## src/sxfb_pkg.sv

```systemverilog
package sxfb_pkg;

  // item function codes
  typedef enum logic {
    FUNC_CLEAR = 1'b0,
    FUNC_DRAW  = 1'b1
  } func_e;

  // fixed field widths
  localparam int unsigned COORD_W     = 8;
  localparam int unsigned ROW_IDX_W   = 4;
  localparam int unsigned SPRITE_BITS = 8;
  localparam int unsigned ADDR_W      = 5;
  localparam int unsigned PIX_W       = 64;

endpackage

```

## src/sxfb_draw.sv

```systemverilog
module sxfb_draw #(
  parameter int unsigned SCREEN_WIDTH = 64
) (
  input  logic [sxfb_pkg::COORD_W-1:0]     x_origin_i,
  input  logic [sxfb_pkg::SPRITE_BITS-1:0] sprite_row_i,
  input  logic [SCREEN_WIDTH-1:0]          row_old_i,
  output logic [SCREEN_WIDTH-1:0]          row_new_o,
  output logic                             hit_o
);
  import sxfb_pkg::*;

  localparam int unsigned WideW = SCREEN_WIDTH + SPRITE_BITS;

  logic [SPRITE_BITS-1:0] rev;
  logic [WideW-1:0]       wide;
  logic [SCREEN_WIDTH-1:0] mask;

  // sprite bit 7 is leftmost, so reverse to put it at the lowest column
  always_comb begin
    for (int k = 0; k < SPRITE_BITS; k++) begin
      rev[k] = sprite_row_i[SPRITE_BITS-1-k];
    end
  end

  // place the pixels at the origin, columns past the right edge drop off
  assign wide = {{SCREEN_WIDTH{1'b0}}, rev} << x_origin_i;
  assign mask = wide[SCREEN_WIDTH-1:0];

  // xor into the row, a lit pixel turned off is a collision
  assign row_new_o = row_old_i ^ mask;
  assign hit_o     = |(row_old_i & mask);

endmodule

```

## src/sprite_xor_framebuffer.sv

```systemverilog
// A result strobe comes for each taken item once it has passed the input register,
// then the result register.
// Throughput: one item per cycle; busy stays low, the row update is one
// read-modify-write of a row register between the two register stages.
// Reset clears every screen row and the collision flag at once; the receiver cannot stall.
module sprite_xor_framebuffer #(
  parameter int unsigned SCREEN_WIDTH  = 64,
  parameter int unsigned SCREEN_HEIGHT = 32
) (
  input  logic                             clk_i,
  input  logic                             rst_ni,
  input  logic                             start,
  output logic                             busy,
  input  logic                             func_i,
  input  logic [sxfb_pkg::COORD_W-1:0]     x_origin_i,
  input  logic [sxfb_pkg::COORD_W-1:0]     y_origin_i,
  input  logic [sxfb_pkg::ROW_IDX_W-1:0]   row_index_i,
  input  logic [sxfb_pkg::SPRITE_BITS-1:0] sprite_row_i,
  output logic                             done_o,
  output logic                             collision_o,
  output logic [sxfb_pkg::ADDR_W-1:0]      row_address_o,
  output logic [sxfb_pkg::PIX_W-1:0]       row_pixels_o,
  output logic                             row_visible_o
);
  import sxfb_pkg::*;

  localparam int unsigned RowAw = $clog2(SCREEN_HEIGHT);
  localparam int unsigned DyW   = COORD_W + 1;

  // input register
  logic                   in_vld_q;
  logic                   func_q;
  logic [COORD_W-1:0]     x_q, y_q;
  logic [ROW_IDX_W-1:0]   ri_q;
  logic [SPRITE_BITS-1:0] spr_q;

  // screen and flag
  logic [SCREEN_WIDTH-1:0] rows_q [SCREEN_HEIGHT];
  logic                    coll_q, coll_d;

  // result register
  logic              out_vld_q;
  logic [ADDR_W-1:0] addr_q, addr_d;
  logic [PIX_W-1:0]  pix_q, pix_d;
  logic              vis_q, vis_d;

  logic [DyW-1:0]          dy;
  logic                    on_screen;
  logic [RowAw-1:0]        row_sel;
  logic [SCREEN_WIDTH-1:0] row_old, row_new;
  logic                    hit;
  logic                    is_draw;

  // an item can enter every cycle
  assign busy = 1'b0;

  // capture the item
  always_ff @(posedge clk_i or negedge rst_ni) begin
    if (!rst_ni) begin
      in_vld_q <= 1'b0;
    end else begin
      in_vld_q <= start && !busy;
    end
  end

  always_ff @(posedge clk_i) begin
    if (start && !busy) begin
      func_q <= func_i;
      x_q    <= x_origin_i;
      y_q    <= y_origin_i;
      ri_q   <= row_index_i;
      spr_q  <= sprite_row_i;
    end
  end

  // target row
  assign is_draw   = (func_q == FUNC_DRAW);
  assign dy        = DyW'(y_q) + DyW'(ri_q);
  assign on_screen = (dy < DyW'(SCREEN_HEIGHT));
  assign row_sel   = dy[RowAw-1:0];
  assign row_old   = on_screen ? rows_q[row_sel] : '0;

  sxfb_draw #(
    .SCREEN_WIDTH(SCREEN_WIDTH)
  ) u_draw (
    .x_origin_i  (x_q),
    .sprite_row_i(spr_q),
    .row_old_i   (row_old),
    .row_new_o   (row_new),
    .hit_o       (hit)
  );

  // collision flag: row zero starts a sprite, an erased pixel sets it
  always_comb begin
    coll_d = coll_q;
    if (in_vld_q && is_draw) begin
      if (ri_q == '0) begin
        coll_d = 1'b0;
      end
      if (on_screen && hit) begin
        coll_d = 1'b1;
      end
    end
  end

  // result fields
  always_comb begin
    addr_d = '0;
    pix_d  = '0;
    vis_d  = 1'b0;
    if (is_draw && on_screen) begin
      addr_d = dy[ADDR_W-1:0];
      pix_d  = PIX_W'(row_new);
      vis_d  = 1'b1;
    end
  end

  // screen rows: clear all or write back the drawn row
  always_ff @(posedge clk_i or negedge rst_ni) begin
    if (!rst_ni) begin
      for (int r = 0; r < SCREEN_HEIGHT; r++) begin
        rows_q[r] <= '0;
      end
      coll_q <= 1'b0;
    end else begin
      coll_q <= coll_d;
      if (in_vld_q) begin
        if (!is_draw) begin
          for (int r = 0; r < SCREEN_HEIGHT; r++) begin
            rows_q[r] <= '0;
          end
        end else if (on_screen) begin
          rows_q[row_sel] <= row_new;
        end
      end
    end
  end

  // result strobe
  always_ff @(posedge clk_i or negedge rst_ni) begin
    if (!rst_ni) begin
      out_vld_q <= 1'b0;
    end else begin
      out_vld_q <= in_vld_q;
    end
  end

  always_ff @(posedge clk_i) begin
    if (in_vld_q) begin
      addr_q <= addr_d;
      pix_q  <= pix_d;
      vis_q  <= vis_d;
    end
  end

  assign done_o        = out_vld_q;
  assign collision_o   = coll_q;
  assign row_address_o = addr_q;
  assign row_pixels_o  = pix_q;
  assign row_visible_o = vis_q;

endmodule

```

## config.mk

```make
export PLATFORM = sky130hd
export DESIGN_NAME = sprite_xor_framebuffer
export DESIGN_NICKNAME = d
export VERILOG_FILES = /design/src/sxfb_pkg.sv /design/src/sxfb_draw.sv /design/src/sprite_xor_framebuffer.sv
export SDC_FILE = /design/constraint.sdc
export NUM_CORES = 2
export LEC_CHECK = 0
export ABC_CLOCK_PERIOD_IN_PS = 8200
export BUFFER_PORTS_ARGS = -buffer_cell sky130_fd_sc_hd__buf_2
export CORE_MARGIN = 2
export CORE_UTILIZATION = 35
export DETAILED_ROUTE_END_ITERATION = 10
export PLACE_DENSITY = 0.47
export SETUP_SLACK_MARGIN = 0.5
export SYNTH_ARGS = -nofsm -noshare
export SYNTH_HDL_FRONTEND = slang
export SYNTH_SLANG_ARGS = --single-unit
```

## constraint.sdc

```tcl
create_clock -name clk_i -period 8.2 [get_ports clk_i]
set_clock_uncertainty 0.15 [all_clocks]
set_input_delay 0.82 -clock clk_i [delete_from_list [all_inputs] [get_ports clk_i]]
set_output_delay 0.82 -clock clk_i [all_outputs]
set_load 0.02 [all_outputs]
```

==> run_results.csv <==
group,metric,value,unit
final_layout,num-nets-final,8613,
critical_path,arrival,7.47,ns
critical_path,cp_slowest_cell,"fa_4",
cts,clk_latency,0.94,ns
logic_synthesis,synth.most_common_cell,"dfrtp_1",
global_route,grt_remaining_overflow,0,
min_path,hp-class,"in2reg",
placed_design,gp_congestion,0.935,
final_layout,fillCellCount,28062,
floorplanning,die_w,551,um
critical_path,critical_path_required,8.86,ns
cts,cts_sinks,2150,
drt,wirelength,410000,um
logic_synthesis,netlist_top_cells_area,"dfrtp_1 (49%), mux4_2 (11%), o221ai_1 (8.6%)",
pwr,p_per_area,224,mW/mm^2
critical_path,cp_num_buf_inv,3,
drt,drcViolationCount,0,
critical_path,crit_top_cell,"buf_4",
logic_synthesis,synth.distinct_cells,74,
job,maxCapViolCount,0,
cts,post_cts_resized,0,
logic_synthesis,ys_seq_elements,2150,
critical_path,max_stage_delay,1.47,ns
sta,setup-tns-final,0,ns
drt,viasPerCell,6.45,
drt,drt_iter0_drc,10319,
cts,cts_tree,"yes",
critical_path,r2r_slack,1.39,ns
drt,first_pass_iters,8,
sta,max_slew_margin,7.16,%
logic_synthesis,yosysWarningCount,0,
sta,setup_viol,0,
floorplanning,die_h,551,um
final_layout,syn2layout_area_growth,11.4,%
logic_synthesis,asyncSetResetFlopFracSynth,95.4,%
placed_design,dp_cells,12181,
global_route,grt_pass1_wl,594000,um
cts,htree_num_levels,4,
global_route,grt_pass1_vias,80536,
critical_path,worstSetupPathType,"reg2reg",
floorplanning,initial_core_util,35.2,%
logic_synthesis,syn-num-nets,9095,
placed_design,dp_hpwl,241000,um
logic_synthesis,synth_ff_type,"dfrtp_1",
critical_path,crit_fanout,37,
logic_synthesis,syn_area_per_cell,11.6,sq um
logic_synthesis,synthTopCellsByCount,"dfrtp_1 (2051), nand3_1 (1080), inv_1 (1035)",
logic_synthesis,synth.cell_area,0.105,sq mm
cts,ctsRootBufferMaster,"clkbuf_16",
sta,max_freq,147,MHz
logic_synthesis,ys_seq_area_share,51.9,%
logic_synthesis,yosys.area.top_type_share,49.0,%
drt,routed-via-count,81550,
critical_path,endpoint_kind,"flop",
floorplanning,fp-row-count,200,
sta,fin_crit_sh,83.1,%
floorplanning,io_pins,105,
status,status,"finished clean",
global_route,grt_max_degree,210,
global_route,antenna_found_initial,10,
cts,post_cts_buffers,0,
sta,drv_slew,0,
pwr,leakagePower,47.4,nW
sta,worst_pin_slew,1.39,ns
logic_synthesis,netlist_instances,8994,
drt,ant_nets,0,
critical_path,start_kind,"flop",
floorplanning,dieArea,0.303,sq mm
sta,timing.final.hold_violations,0,
logic_synthesis,yosysTopAreaCell,"dfrtp_1",
cts,numCtsBuffers,240,
cts,path_clk_slew,0.06,ns
global_route,grtUsageTotal,26.6,%
final_layout,finalNonFillerCells,12645,
cts,clk_path_buf_depth,4,
final_layout,drive_gt1_share,15.3,%
critical_path,path_delay_family,"adder cells",
critical_path,worstPathCellList,"ha_4 -> inv_1 -> fa_4 -> buf_4 -> buf_4 -> mux4_2 -> o21ai_0 -> o21bai_1 -> nor4b_1 -> ha_1 -> nand2_1 -> o221ai_1",
sta,min_period,6.81,ns
floorplanning,core_area,0.297,sq mm
logic_synthesis,synth-edff-count,99,
placed_design,io_buffers,103,
sta,rsz0062_at_grt,"no",
drt,detail_route.wl_per_cell,32.4,um
pwr,ir_worst_vdd,0.179,mV
==> cells in the final DEF, fill, tap and decap left out, types with 15 or more instances in the layout <==
cell	n
clkinv_2	42
a22o_1	768
nor2_1	124
nor4_1	59
dlygate4sd3_1	28
a32o_1	261
clkbuf_1	64
nor3_1	20
dfrtp_1	2050
mux4_2	513
buf_12	55
and2_1	72
clkbuf_8	67
o22ai_1	128
nand2_1	186
ha_1	67
a31o_2	15
clkbuf_16	243
a211oi_1	18
nor2_4	15
inv_1	1035
buf_4	203
mux2i_1	18
a21oi_1	37
o21ai_0	51
o221ai_1	1027
nor2b_1	17
edfxtp_1	99
buf_2	102
o211ai_1	20
nand3_1	1079
==> where the power goes <==
group	internal (mW)	switching [mW]	total (mW)
clock network	6.33	4.62	10.9
logic	1.04	3.16	4.20
registers	10.8	0.138	11.0
==> final timing paths <==
kind / start / to / cells past startpoint
min in group asynchronous: rst_ni / rows_q[440] / 2
worst max register to register: ri_q[0] / rows_q[1376] / 12
worst min-delay path: x_origin_i[5] / x_q[5] / 1
worst max-delay path: ri_q[0] / rows_q[1376] / 12
max in group asynchronous: rst_ni / rows_q[1090] / 4
worst min register to register: rows_q[434] / rows_q[434] / 1
==> through the flow <==
step / area (sq um) / hold slack (ns) / setup slack [ns] / power (mW) / util, %
floorplan: 105000 / 0.311 / 3.51 / 13.3 / -
global placement: 108000 / 0.318 / 1.75 / 15.3 / 36.5
detailed placement: 109000 / 0.325 / 1.72 / 15.3 / 36.5
CTS: 117000 / 0.0984 / 1.71 / 26.3 / 39.2
global route: 117000 / 0.0924 / 1.42 / 26.9 / 39.2
finish: 117000 / 0.110 / 1.39 / 26.1 / 39.2
==> timing repair <==
action	4_1_cts	5_1_grt
setup endpoints to repair	0	0
hold buffers	28	0
endpoints found under the hold margin	102	0
==> sequential cells by signal, indices dropped and copies added (netlist names) <==
| register | count |
|---|---|
| x_q | 8 |
| done_o | 1 |
| y_q | 8 |
| ri_q | 4 |
| spr_q | 8 |
| func_q | 1 |
| row_address_o | 5 |
| row_pixels_o | 64 |
| collision_o | 1 |
| in_vld_q | 1 |
| row_visible_o | 1 |
| rows_q | 2048 |
==> cell type report <==
type,instances,area (sq um),area share [%]
tap,3939,4930,4.23
antenna,5,12.5,0.0107
multi-input combinational,4694,42200,36.2
inverter,1038,3900,3.34
clock buffer,374,7240,6.21
clock inverter,57,581,0.498
sequential,2150,54300,46.6
timing repair buffer,388,3420,2.93
==> metal layers <==
metal | global-route usage (%) | vias up | routed length, um | part of all wire (%)
li1 | - | 33400 | - | -
met1 | 36.6 | 43250 | 171000 | 42
met2 | 40.8 | 4122 | 185000 | 45
met3 | 5.30 | 766 | 33000 | 8.1
met4 | 11.4 | 12 | 20300 | 4.9
met5 | 0 | - | 87 | 0.021
==> logic make-up after synthesis <==
| logic type | after synthesis | share of synthesized area [%] |
|---|---|---|
| other cells | 1 | 0.00358 |
| mux | 537 | 11.3 |
| fa+ha+maj | 69 | 0.832 |
| simple gates | 1658 | 8.00 |
| xor+xnor | 5 | 0.0418 |
| flops | 2150 | 51.9 |
| compound gates | 2424 | 19.9 |
| buf+inv | 2150 | 8.10 |
No activity file was read; power rests on OpenSTA's default activity.
